$ cat config.mk
export PLATFORM = sky130hd
export DESIGN_NAME = fssbh_decode
export DESIGN_NICKNAME = d
export VERILOG_FILES = /design/src/frame_sync_search_bcd_header_macros.svh /design/src/fssbh_pkg.sv /design/src/fssbh_decode.sv
export SDC_FILE = /design/constraint.sdc
export NUM_CORES = 1
export LEC_CHECK = 0
export ABC_AREA = 1
export BUFFER_PORTS_ARGS = -buffer_cell sky130_fd_sc_hd__buf_2
export CAP_MARGIN = 20
export CORE_MARGIN = 8
export CORE_UTILIZATION = 34
export CTS_CLUSTER_SIZE = 16
export DETAILED_ROUTE_END_ITERATION = 16
export PLACE_DENSITY_LB_ADDON = 0.05
export SLEW_MARGIN = 20
export SYNTH_ARGS = -nofsm -noshare
export SYNTH_HDL_FRONTEND = slang
export SYNTH_SLANG_ARGS = --single-unit
$ cat constraint.sdc
create_clock -name aclk -period 7.1 [get_ports aclk]
set_clock_uncertainty 0.15 [all_clocks]
set_input_delay 1.42 -clock aclk [delete_from_list [all_inputs] [get_ports aclk]]
set_output_delay 1.42 -clock aclk [all_outputs]
set_load 0.005 [all_outputs]
$ cat src/frame_sync_search_bcd_header_macros.svh
// Assertion helpers for the frame sync search RTL.
`ifndef FRAME_SYNC_SEARCH_BCD_HEADER_MACROS_SVH
`define FRAME_SYNC_SEARCH_BCD_HEADER_MACROS_SVH

// same-cycle implication, checked out of reset
`define FSSBH_ASSERT_IMPL(name, clk, rst_n, ante, cons, msg) \
    name: assert property (@(posedge clk) disable iff (!rst_n) (ante) |-> (cons)) \
        else $error(msg);

// next-cycle implication, checked out of reset
`define FSSBH_ASSERT_NEXT(name, clk, rst_n, ante, cons, msg) \
    name: assert property (@(posedge clk) disable iff (!rst_n) (ante) |=> (cons)) \
        else $error(msg);

`endif

$ cat src/fssbh_pkg.sv
`default_nettype none

package fssbh_pkg;

    localparam int FRAME_WORDS   = 2504;
    localparam int HISTORY_DEPTH = 4096;
    localparam int HIST_AW       = $clog2(HISTORY_DEPTH);

    localparam int WORD_W   = 32;
    localparam int IDX_W    = 17;
    localparam int LIMIT_W  = 16;
    localparam int MJD_W    = 17;
    localparam int OFFSET_W = 19;
    localparam int FNUM_W   = 15;
    localparam int SECS_W   = 18;
    localparam int DAYD_W   = 11;   // three BCD digits, unchecked: up to 1665
    localparam int X_W      = 19;   // signed mjd - d + 500
    localparam int Q_W      = 9;    // signed quotient, -1 .. 131
    localparam int DAY_W    = 17;
    localparam int TDATA_W  = 72;
    localparam int CFG_IDX_W  = 2;
    localparam int CFG_DATA_W = 17;

    localparam logic [IDX_W-1:0]   IDX_MAX      = {IDX_W{1'b1}};
    localparam logic [WORD_W-1:0]  SYNC_WORD    = 32'hABADDEED;
    localparam logic [LIMIT_W-1:0] LIMIT_RESET  = 16'd22528;
    localparam logic [MJD_W-1:0]   MJD_RESET    = 17'd56000;

    // x / 1000 for 0 <= x < 2^18: (x * 134218) >> 27
    localparam int RECIP       = 134218;
    localparam int RECIP_SHIFT = 27;
    localparam int PROD_W      = 36;

    typedef enum logic [CFG_IDX_W-1:0] {
        CFG_SEARCH_MODE  = 2'd0,
        CFG_SEARCH_LIMIT = 2'd1,
        CFG_CURRENT_MJD  = 2'd2
    } cfg_index_t;

    // history entry at address a: sync flag of word a and the two words after it
    typedef struct packed {
        logic              sync;
        logic [WORD_W-1:0] h1;
        logic [WORD_W-1:0] h2;
    } hist_entry_t;

    typedef struct packed {
        logic              found;
        logic [IDX_W-1:0]  offset;
        logic [WORD_W-1:0] h1;
        logic [WORD_W-1:0] h2;
    } emit_t;

    typedef struct packed {
        logic                found;
        logic [OFFSET_W-1:0] byte_offset;
        logic [FNUM_W-1:0]   frame_number;
        logic [SECS_W-1:0]   seconds;
        logic [DAY_W-1:0]    day_number;
    } result_t;

endpackage

`default_nettype wire

$ cat src/fssbh_decode.sv
`default_nettype none

module fssbh_decode (
    input  wire logic                          aclk,
    input  wire logic                          aresetn,
    input  wire logic                          adv,
    input  wire logic                          in_valid,
    input  wire fssbh_pkg::emit_t              in_emit,
    input  wire logic [fssbh_pkg::MJD_W-1:0]   mjd,
    output logic                               out_valid,
    output fssbh_pkg::result_t                 out_result
);

    // stage 3: BCD digits and the rounding term
    logic                            v3_reg;
    logic                            found3_reg;
    logic [fssbh_pkg::OFFSET_W-1:0]  boff3_reg;
    logic [fssbh_pkg::FNUM_W-1:0]    fnum3_reg;
    logic [fssbh_pkg::SECS_W-1:0]    secs3_reg;
    logic [fssbh_pkg::DAYD_W-1:0]    d3_reg;
    logic signed [fssbh_pkg::X_W-1:0] x3_reg;

    // stage 4: quotient
    logic                            v4_reg;
    logic                            found4_reg;
    logic [fssbh_pkg::OFFSET_W-1:0]  boff4_reg;
    logic [fssbh_pkg::FNUM_W-1:0]    fnum4_reg;
    logic [fssbh_pkg::SECS_W-1:0]    secs4_reg;
    logic [fssbh_pkg::DAYD_W-1:0]    d4_reg;
    logic signed [fssbh_pkg::Q_W-1:0] q4_reg;

    logic                            out_valid_reg;
    fssbh_pkg::result_t              out_result_reg;

    logic [fssbh_pkg::SECS_W-1:0]    secs_next;
    logic [fssbh_pkg::DAYD_W-1:0]    d_next;
    logic signed [fssbh_pkg::X_W-1:0] x_next;
    logic [fssbh_pkg::PROD_W-1:0]    prod;
    logic signed [fssbh_pkg::Q_W-1:0] q_next;
    logic signed [fssbh_pkg::X_W-1:0] kilo;
    logic [fssbh_pkg::DAY_W-1:0]     day_next;

    always_comb begin
        secs_next = fssbh_pkg::SECS_W'(in_emit.h2[3:0])
                  + fssbh_pkg::SECS_W'(in_emit.h2[7:4])   * fssbh_pkg::SECS_W'(10)
                  + fssbh_pkg::SECS_W'(in_emit.h2[11:8])  * fssbh_pkg::SECS_W'(100)
                  + fssbh_pkg::SECS_W'(in_emit.h2[15:12]) * fssbh_pkg::SECS_W'(1000)
                  + fssbh_pkg::SECS_W'(in_emit.h2[19:16]) * fssbh_pkg::SECS_W'(10000);
        d_next    = fssbh_pkg::DAYD_W'(in_emit.h2[23:20])
                  + fssbh_pkg::DAYD_W'(in_emit.h2[27:24]) * fssbh_pkg::DAYD_W'(10)
                  + fssbh_pkg::DAYD_W'(in_emit.h2[31:28]) * fssbh_pkg::DAYD_W'(100);
        x_next    = $signed({2'b00, mjd}) + fssbh_pkg::X_W'(500)
                  - $signed({8'b0, d_next});
    end

    // truncation toward zero: a negative x lies above -2000, so -1 or 0
    always_comb begin
        prod = fssbh_pkg::PROD_W'(x3_reg[fssbh_pkg::X_W-2:0])
             * fssbh_pkg::PROD_W'(fssbh_pkg::RECIP);
        if (x3_reg < 0) begin
            q_next = (x3_reg <= -fssbh_pkg::X_W'(1000)) ? -fssbh_pkg::Q_W'(1)
                                                         : fssbh_pkg::Q_W'(0);
        end else begin
            q_next = $signed(prod[fssbh_pkg::RECIP_SHIFT+fssbh_pkg::Q_W-1:
                                  fssbh_pkg::RECIP_SHIFT]);
        end
    end

    always_comb begin
        kilo     = fssbh_pkg::X_W'(q4_reg) * fssbh_pkg::X_W'(1000);
        day_next = fssbh_pkg::DAY_W'(d4_reg) + kilo[fssbh_pkg::DAY_W-1:0];
    end

    always_ff @(posedge aclk) begin
        if (!aresetn) begin
            v3_reg        <= 1'b0;
            v4_reg        <= 1'b0;
            out_valid_reg <= 1'b0;
        end else if (adv) begin
            v3_reg        <= in_valid;
            v4_reg        <= v3_reg;
            out_valid_reg <= v4_reg;
        end
    end

    always_ff @(posedge aclk) begin
        if (adv) begin
            found3_reg <= in_emit.found;
            boff3_reg  <= {in_emit.offset, 2'b00};
            fnum3_reg  <= in_emit.h1[fssbh_pkg::FNUM_W-1:0];
            secs3_reg  <= secs_next;
            d3_reg     <= d_next;
            x3_reg     <= x_next;

            found4_reg <= found3_reg;
            boff4_reg  <= boff3_reg;
            fnum4_reg  <= fnum3_reg;
            secs4_reg  <= secs3_reg;
            d4_reg     <= d3_reg;
            q4_reg     <= q_next;

            if (found4_reg) begin
                out_result_reg <= '{
                    found:        1'b1,
                    byte_offset:  boff4_reg,
                    frame_number: fnum4_reg,
                    seconds:      secs4_reg,
                    day_number:   day_next
                };
            end else begin
                out_result_reg <= '0;
            end
        end
    end

    assign out_valid  = out_valid_reg;
    assign out_result = out_result_reg;

endmodule

`default_nettype wire

## Yosys cells after proc, flatten, opt, wreduce, memory -nomap -nowiden

Index checks and enable logic that the tools add are counted.

- Bits of input ports: 103
- Word-level logic and storage cells: 42
- Register bits after elaboration: 223
- Output and inout bits: 71

- Add/subtract/negate cells: 9
- Multiplexer cells: 3
- Order comparisons: 2
- Multipliers: 8

Operators with widths:

| operator | number |
|---|---|
| $mux 70 | 1 |
| $mul 18x17->35 const B | 1 |
| $le 19x11->1 const B | 1 |
| $lt 19x1->1 const B | 1 |
| $sub 18x11->19 | 1 |
| $add 15x18->18 | 1 |
| $add 17x9->18 const B | 1 |
| $add 4x8->9 | 2 |
| $mul 4x5->9 const B | 2 |
| $mux 9 | 2 |
| $add 11x17->17 | 1 |
| $add 12x14->15 | 1 |
| $mul 4x10->14 const B | 1 |
| $mul 4x3->7 const B | 2 |
| $mul 9x8->14 const B | 1 |
| $add 9x11->12 | 1 |
| $add 9x11->11 | 1 |
| $mul 4x7->11 const B | 1 |

## Longest topological paths before layout

Gate-level depths: netlist of the first run.

- Depth in word-level cells: 5
- Mapped depth: 24
- Gate-level depth less buffers: 24

## Least setup slack after synthesis of the first run

OpenSTA, ideal clock, no wires.

- Path type: input-to-reg
- Start point: input port in_emit[13] (netlist bit)
- End point: register secs3_reg[17] (netlist bit) (data pin)
- Arrival time: 5.195 ns
- Path buffers: 0
- Stages on the path: 20
- Setup time: 0.254 ns
- Path slack: 1.501 ns
- Cell sequence: fa_1 -> inv_1 -> fa_1 -> inv_1 -> ha_1 -> nand2_1 -> o21ai_0 -> a21oi_1 -> o21ai_0 -> xor2_1 -> ha_1 -> ha_1 -> ha_1 -> a21o_1 -> a21boi_0 -> nand3_1 -> nand2_1 -> nand2_1 -> nand3_1 -> nand2_1

- Word-level cells in the longest chain between the ends: 3

Ends and longest elaborated chain:

| item | line | text |
|---|---|---|
| from (decl) | fssbh_decode.sv:8 | `input wire fssbh_pkg::emit_t in_emit,` |
| $mul 4x7->11 | fssbh_decode.sv:47 | `+ fssbh_pkg::SECS_W'(in_emit.h2[15:12]) * fssbh_pkg::SECS_W'(1000)` |
| $add 12x14->15 | fssbh_decode.sv:47 |  |
| $add 15x18->18 | fssbh_decode.sv:48 | `+ fssbh_pkg::SECS_W'(in_emit.h2[19:16]) * fssbh_pkg::SECS_W'(10000);` |
| named net secs_next (one bit) | fssbh_decode.sv:35 | `logic [fssbh_pkg::SECS_W-1:0] secs_next;` |
| to (signal assigned) | fssbh_decode.sv:91 | `secs3_reg <= secs_next;` |
| to (decl) | fssbh_decode.sv:19 | `logic [fssbh_pkg::SECS_W-1:0] secs3_reg;` |

The timed path passes the listed nets, and every way through them passes these cells.
A chain may end at the register's enable or synchronous reset.

## Final worst setup path of the first run

Ends and elaborated chain as after synthesis.

==> results of run 1 <==
[per-stage QoR]
step | std cells | area (sq um) | hold slack (ns)
2_1_floorplan | 1825 | 18100 | 0.250
3_3_place_gp | 2662 | 19800 | 0.251
3_5_place_dp | 2662 | 19800 | 0.255
4_1_cts | 2710 | 20600 | 0.253
5_1_grt | 2713 | 20600 | 0.270
6_report | 2716 | 20600 | 0.261
[layout make-up]
type | count | area, sq um | area share [%]
antenna | 6 | 15.0 | 0.0728
clock buffer | 32 | 694 | 3.37
clock inverter | 16 | 148 | 0.716
inverter | 442 | 1660 | 8.05
multi-input combinational | 1151 | 9760 | 47.3
sequential | 223 | 6670 | 32.3
tap | 688 | 861 | 4.18
timing repair buffer | 158 | 811 | 3.93
[worst register-to-register path: cells and delay by family, from the launching register on]
kind            cells  cell delay, ns
fa+ha+maj           7            2.93
flops               1            0.66
simple gates        7            0.82
compound gates      1            0.20
buf+inv             3            0.27
[Yosys cell counts, drive strengths merged]
master	number
nand3b	6
o211ai	2
edfxtp	220
a21oi	92
a311oi	1
nand2	305
clkinv	1
nand3	73
dfxtp	3
buf	2
xor2	38
inv	441
nor3	6
o21bai	7
o31ai	1
o21ai	51
or2	3
a21boi	5
a31oi	2
o21a	2
o41ai	1
and2	2
nor3b	1
nor2	85
ha	316
nor2b	1
nor4	2
xnor2	19
a21o	8
o2111ai	1
a31o	1
nand4	9
clkbuf	7
conb	1
fa	109
[how the worst max path moves through the flow]
stage	to	slack, ns	depth (start not counted)
after CTS	secs3_reg[17]	1.47	21
after global routing	secs3_reg[17]	1.15	21
after global placement	secs3_reg[17]	0.94	21
final	secs3_reg[17]	1.47	21
after detailed placement	secs3_reg[17]	0.90	21
after floorplan	secs3_reg[17]	1.50	20
[metal layers]
layer | routed length (microns) | part of all wire, %
met1 | 20300 | 50
met2 | 17200 | 43
met5 | 24 | 0.059
met4 | 884 | 2.2
met3 | 1980 | 4.9
[cells by family (layout without fill, tap and decap cells)]
kind of cell,Yosys count,in the layout
compound gates,174,174
xor+xnor,57,57
fa+ha+maj,425,425
buf+inv,451,648
flops,223,223
other cells,1,8
simple gates,493,493
==> Implementation_results.wiki, run 1 <==
{| class="wikitable"
! Metric !! Value
|-
| Clk buf depth || 3
|-
| Antenna Violating Nets Remaining || 0
|-
| DRT iter0 DRCs || approximately 480
|-
| Worst slew pin tran || 0.933 ns
|-
| Reported max-cap violation count || 0
|-
| Top cell family by delay on the critical path || adder cells
|-
| Setup repair after global routing missed its margin || false
|-
| FF-to-FF path depth || 18
|-
| Vias in the first global route || 12000
|-
| Half-perimeter wire length after detailed placement || around 33 mm
|-
| Most frequent standard cell in the layout excluding fill and tap cells || inv_1
|-
| End of the worst register-to-register path || q4_reg[1]
|-
| Placer Congestion || 0.866
|-
| Overflow left after global routing || 0
|-
| Terminating pin of the worst hold path || boff4_reg[17]
|-
| Worst hold path depth || 0
|-
| Buffers & Inverters on Critical Path || 3
|-
| Top cells by area, synth || edfxtp_1 (36%), ha_1 (22%), fa_1 (12%)
|-
| Number of buffers created by CTS || 27
|-
| Flip-flop count of the largest register after layout || 68
|-
| Cell type with the largest total area after synthesis || edfxtp_1
|-
| TritonCTS clock tree || yes
|-
| Max-slew violations || 0
|-
| Clock latency on the worst-skew pair || 0.55 ns
|-
| Met3 track demand over resource || 2.79%
|-
| Yosys Warn Count || 0
|-
| Post-synthesis share of cell area spent on and, or, nand and nor gates || 11.8%
|-
| Number of standard-cell rows in the floorplan || 84
|-
| Peak fanout along the critical path || 5
|-
| Normalized max-slew margin || 37.1%
|-
| Post-Synth Adder-Cell Area || 33.9%
|-
| Post-synthesis register bit count || 223
|-
| Cell chain of the critical path || buf_2 > fa_1 > inv_1 > fa_1 > inv_1 > ha_1 > nand2_1 > o21ai_0 > a21oi_1 > o21ai_0 > xor2_1 > ha_1 > ha_1 > ha_1 > a21o_1 > a21boi_0 > nand3_1 > nand2_1 > nand2_1 > nand3_1 > nand2_1
|-
| CP Capture Type || register
|-
| Post-synthesis sequential area ratio || 36.8%
|-
| CTS root buf || clkbuf_16
|-
| Share of Yosys cell area claimed by the top area cell type || 36.5%
|-
| Floorplan die area || slightly above 0.06 sq mm
|-
| CP max stage cell || fa_1
|-
| Final sum of negative setup slack || 0 ns
|-
| Clock sink total || about 220
|-
| Met1 capacity usage during global routing || 18.8%
|-
| Number of hold violations in the final report || 0
|-
| First-pass GRT wire length || 64.0 mm
|-
| Summed instance area of the synthesized netlist || 0.0181 sq mm
|-
| Filler Cell Count || 5303
|-
| Average routed wire per standard cell || approximately 15 microns
|-
| Number of setup buffers added after CTS || 0
|-
| Delay of the slowest cell on the worst path || 0.61 ns
|-
| Final setup viols || 0
|-
| Detailed Routing Iterations Pass 1 || 6
|-
| Floorplan die width || roughly 250 microns
|-
| Starting density of the core || approximately a third
|-
| Min-delay src || boff3_reg[17]
|-
| Xor/xnor cell area share of the yosys netlist || 2.76%
|-
| Input/output buffers || 154
|-
| Category of the most critical setup path || in2reg
|-
| Met2 usage in global routing || between 20% and 30%
|-
| H-tree depth reported by CTS || 1
|-
| Beginning of the worst register-to-register path || x3_reg[8]
|-
| Result of the run || finished, final reports clean
|-
| Floorplan core area || 0.0527 sq mm
|-
| Die boundary height || 247 microns
|-
| Worst Path Required || 7.25 ns
|-
| Final setup margin || around 1.5 ns
|-
| Setup slack at placement || 0.905 ns
|-
| Hold_buf cts || 0
|-
| Top Usage Layer GRT || met2
|-
| Launching element type of the critical path || input pin
|-
| Synth Instances || roughly 1800
|-
| Total wire length after detailed routing || 40.4 mm
|-
| Drt drc || 0
|-
| Mean cell area of the mapped netlist || 9.93 sq um
|-
| Final net count || 2531
|-
| Post-CTS sizing || 0
|-
| Most frequent cells in the layout || inv_1 (439), ha_1 (316), nand2_1 (290)
|-
| Initial antenna violation count || 10
|-
| Hold Path Class || reg2reg
|-
| Fin crit period || 5.63 ns
|-
| Arrival time at the worst endpoint || 5.77 ns
|-
| Maximum number of pins on one net before global-route repair || between 100 and 150
|-
| Final Core Density || between 30% and 40%
|-
| Synth-to-layout area growth || 13.7%
|-
| Worst reg2reg setup slack || 1.79 ns
|-
| Main combinational cell family by area after synthesis || adder cells
|-
| Beginning of the critical path || in_emit[13]
|-
| Highest Clock Rate || 0.178 GHz
|-
| Part of the cycle the worst path needs || 79.2%
|-
| Total routing resource utilization after global routing || about an eighth
|-
| IO Pins || 174
|-
| Layout cells sized above 1 || a little under an eighth
|-
| Via total after detailed routing || 11900
|-
| Compound-gate portion of the synthesized area || 5.35%
|-
| Mux cell area share after synthesis || 0%
|-
| Per-cell via count in the routed design || 4.38
|-
| Number of distinct library cells after synthesis || 46
|-
| Clock input transition at the sequential cells of the worst setup and hold paths || around 0.060 ns
|}
Power of run 1 is left out: the tool's default activity adds up to more than one toggle a clock period on the data nets, which glitch-free logic cannot reach.
==> run 2, diff against run 1 <==
==> constraint.sdc (replaced) <==
create_clock -name aclk -period 4.7 [get_ports aclk]
set_clock_uncertainty 0.15 [all_clocks]
set_input_delay 0.94 -clock aclk [delete_from_list [all_inputs] [get_ports aclk]]
set_output_delay 0.94 -clock aclk [all_outputs]
set_load 0.005 [all_outputs]
==> run 2 against run 1 <==
Effect of this change:
- critical path depth down 3
- critical path type is now reg2reg
- non-clock buffer count up 180
- final area up 12%
- first-iteration DRC count decreased by 14%
- global-route usage grew 0.68 points
- die area unchanged
- clock-buffer cell count up 3
- core utilization rose by 4.7 points
- register-to-register slack worse by 1.7 ns
- sequential share of layout area shrank 3.5 points
- worst setup slack lost 1.4 ns
- worst hold slack got worse by 0.0096 ns
==> Implementation_results.wiki, run 2 (synthesized netlist as in run 1, its figures left out) <==
{| class="wikitable"
! Metric !! Value
|-
| Result of the run || finished, final reports clean
|-
| Average routed wire per standard cell || between 10 and 15 microns
|-
| Per-cell via count in the routed design || 4.39
|-
| Part of the cycle the worst path needs || 98.5%
|-
| Final Core Density || 43.9%
|-
| Starting density of the core || 34.4%
|-
| FF-to-FF path depth || 18
|-
| Placed cell area || 0.0213 sq mm
|-
| Floorplan die area || 0.0609 sq mm
|-
| Worst hold path depth || 0
|-
| First-pass GRT wire length || 68.1 mm
|-
| Final setup viols || 0
|-
| Fin crit period || 4.63 ns
|-
| Placer Congestion || 0.852
|-
| Clock latency on the worst-skew pair || 0.56 ns
|-
| CP max stage cell || fa_1
|-
| Worst reg2reg setup slack || 0.07 ns
|-
| Input/output buffers || 154
|-
| Hold Path Class || reg2reg
|-
| Floorplan die width || 247 microns
|-
| Vias in the first global route || 13200
|-
| Overflow left after global routing || 0
|-
| End of the worst register-to-register path || q4_reg[1]
|-
| Hold_buf cts || 0
|-
| Half-perimeter wire length after detailed placement || 35.1 mm
|-
| Finished Cell Area || around 0.023 sq mm
|-
| Setup slack at placement || -0.501 ns
|-
| Terminating pin of the worst hold path || secs4_reg[9]
|-
| Die boundary height || ~250 microns
|-
| Footprint of the flip-flops and latches || roughly 0.0067 sq mm
|-
| Floorplan core area || about 0.053 sq mm
|-
| Total wire length after detailed routing || roughly 42 mm
|-
| Number of hold violations in the final report || 0
|-
| Setup repair after global routing missed its margin || true
|-
| Reported max-cap violation count || 0
|-
| Layout cells sized above 1 || 26.6%
|-
| Most frequent cells in the layout || inv_1 (413), nand2_1 (269), ha_1 (258)
|-
| Final setup margin || 0.0717 ns
|-
| Worst Path Required || 4.80 ns
|-
| Via total after detailed routing || 12700
|-
| Max-slew violations || 0
|-
| CTS root buf || clkbuf_16
|-
| Clk buf depth || 3
|-
| Highest metal layer with signal wires || met5
|-
| Final net count || about 2700
|-
| CP Capture Type || register
|-
| Most frequent standard cell in the layout excluding fill and tap cells || inv_1
|-
| Detailed Routing Iterations Pass 1 || 5
|-
| Flip-flop count of the largest register after layout || 68
|-
| Total routing resource utilization after global routing || 13.8%
|-
| Clock input transition at the sequential cells of the worst setup and hold paths || 0.06 ns
|-
| IO Pins || 174
|-
| Dominant cell type by count on the critical path || fa_1
|-
| H-tree depth reported by CTS || 1
|-
| Initial antenna violation count || 4
|-
| Area of the multi-input gates || 0.0108 sq mm
|-
| Wl on met1 || 20.7 mm
|-
| Worst slew pin tran || about 0.96 ns
|-
| DRT iter0 DRCs || 415
|-
| Min-delay src || secs3_reg[9]
|-
| Peak fanout along the critical path || 4
|-
| Normalized max-slew margin || roughly 35%
|-
| Clock sink total || 223
|-
| Antenna Violating Nets Remaining || 0
|-
| Category of the most critical setup path || reg2reg
|-
| Highest Clock Rate || 0.216 GHz
|-
| Tightest hold margin || 0.251 ns
|-
| TritonCTS clock tree || yes
|-
| Beginning of the worst register-to-register path || x3_reg[6]
|-
| Maximum number of pins on one net before global-route repair || 89
|-
| Delay of the slowest cell on the worst path || 0.54 ns
|-
| Arrival time at the worst endpoint || 4.73 ns
|-
| Number of standard-cell rows in the floorplan || 84
|-
| Amount of wire on met2 after detailed routing || 19.0 mm
|-
| Filler Cell Count || around 5000
|-
| Launching element type of the critical path || register
|-
| Met3 routed WL || ~1.6 mm
|-
| Synth-to-layout area growth || 27.4%
|-
| Number of buffers created by CTS || 28
|-
| Cell chain of the critical path || buf_6 > ha_2 > ha_2 > fa_1 > fa_1 > fa_1 > inv_2 > fa_1 > inv_2 > ha_4 > nand2_1 > nand2_1 > o21bai_2 > nor2b_2 > nor3_2 > nand3_1 > nand3_1 > nand2_1
|-
| Drt drc || 0
|}
==> run 2: cell types whose count changed in the layout (fill, tap and decap cells not counted), moves of 11 or more <==
cell / before / now
ha_4: 0 / 51
inv_2: 2 / 28
ha_1: 316 / 258
o21ai_1: 5 / 16
nand2_1: 290 / 269
o21ai_0: 44 / 29
inv_1: 439 / 413
buf_4: 4 / 173
a21oi_1: 91 / 66
a21oi_2: 1 / 21
nand2_2: 12 / 30
==> run 2: critical path: cells and delay by family, from the launching register on <==
family / cells / cell delay, ns
compound gates: 1 / 0.21
flops: 1 / 0.47
buf+inv: 3 / 0.24
fa+ha+maj: 7 / 2.53
simple gates: 7 / 0.72
==> run 2: how the worst max path moves through the flow <==
stage / cells past startpoint / startpoint / endpoint
global placement: 23 / in_emit[25] / x3_reg[17]
finish: 18 / x3_reg[6] / q4_reg[1]
global route: 21 / x3_reg[6] / q4_reg[3]
CTS: 18 / x3_reg[6] / q4_reg[5]
floorplan: 24 / in_emit[25] / x3_reg[17]
detailed placement: 25 / in_emit[25] / x3_reg[17]
==> run 2: cell type report <==
class / instances / area share (%)
Tap cell: 688 / 3.73
Multi-Input combinational cell: 1151 / 46.7
Antenna cell: 3 / 0.0325
Clock buffer: 35 / 3.15
Inverter: 442 / 7.19
Clock inverter: 16 / 0.780
Timing Repair Buffer: 338 / 9.58
Sequential cell: 223 / 28.9
==> run 2: stage by stage <==
step,std cells,setup TNS [ns]
4_1_cts,2880,0
3_5_place_dp,2820,-8.89
6_report,2896,0
5_1_grt,2895,-0.632
3_3_place_gp,2820,-8.66
2_1_floorplan,1825,-0.231
==> run 2: repair_timing <==
action | in CTS | in global routing
setup buffers | 10 | 13
endpoints found under the hold margin | 0 | 0
setup endpoints to repair | 10 | 25
gates resized for setup | 41 | 117
pin swaps | 23 | 60
==> run 2: layer usage <==
metal  up-vias  track usage (%)
met5         -                0
li1       6610                -
met4         4             3.20
met2       167             22.3
met3        53             2.29
met1      5866             19.3
Power of run 2 is left out for the same reason.
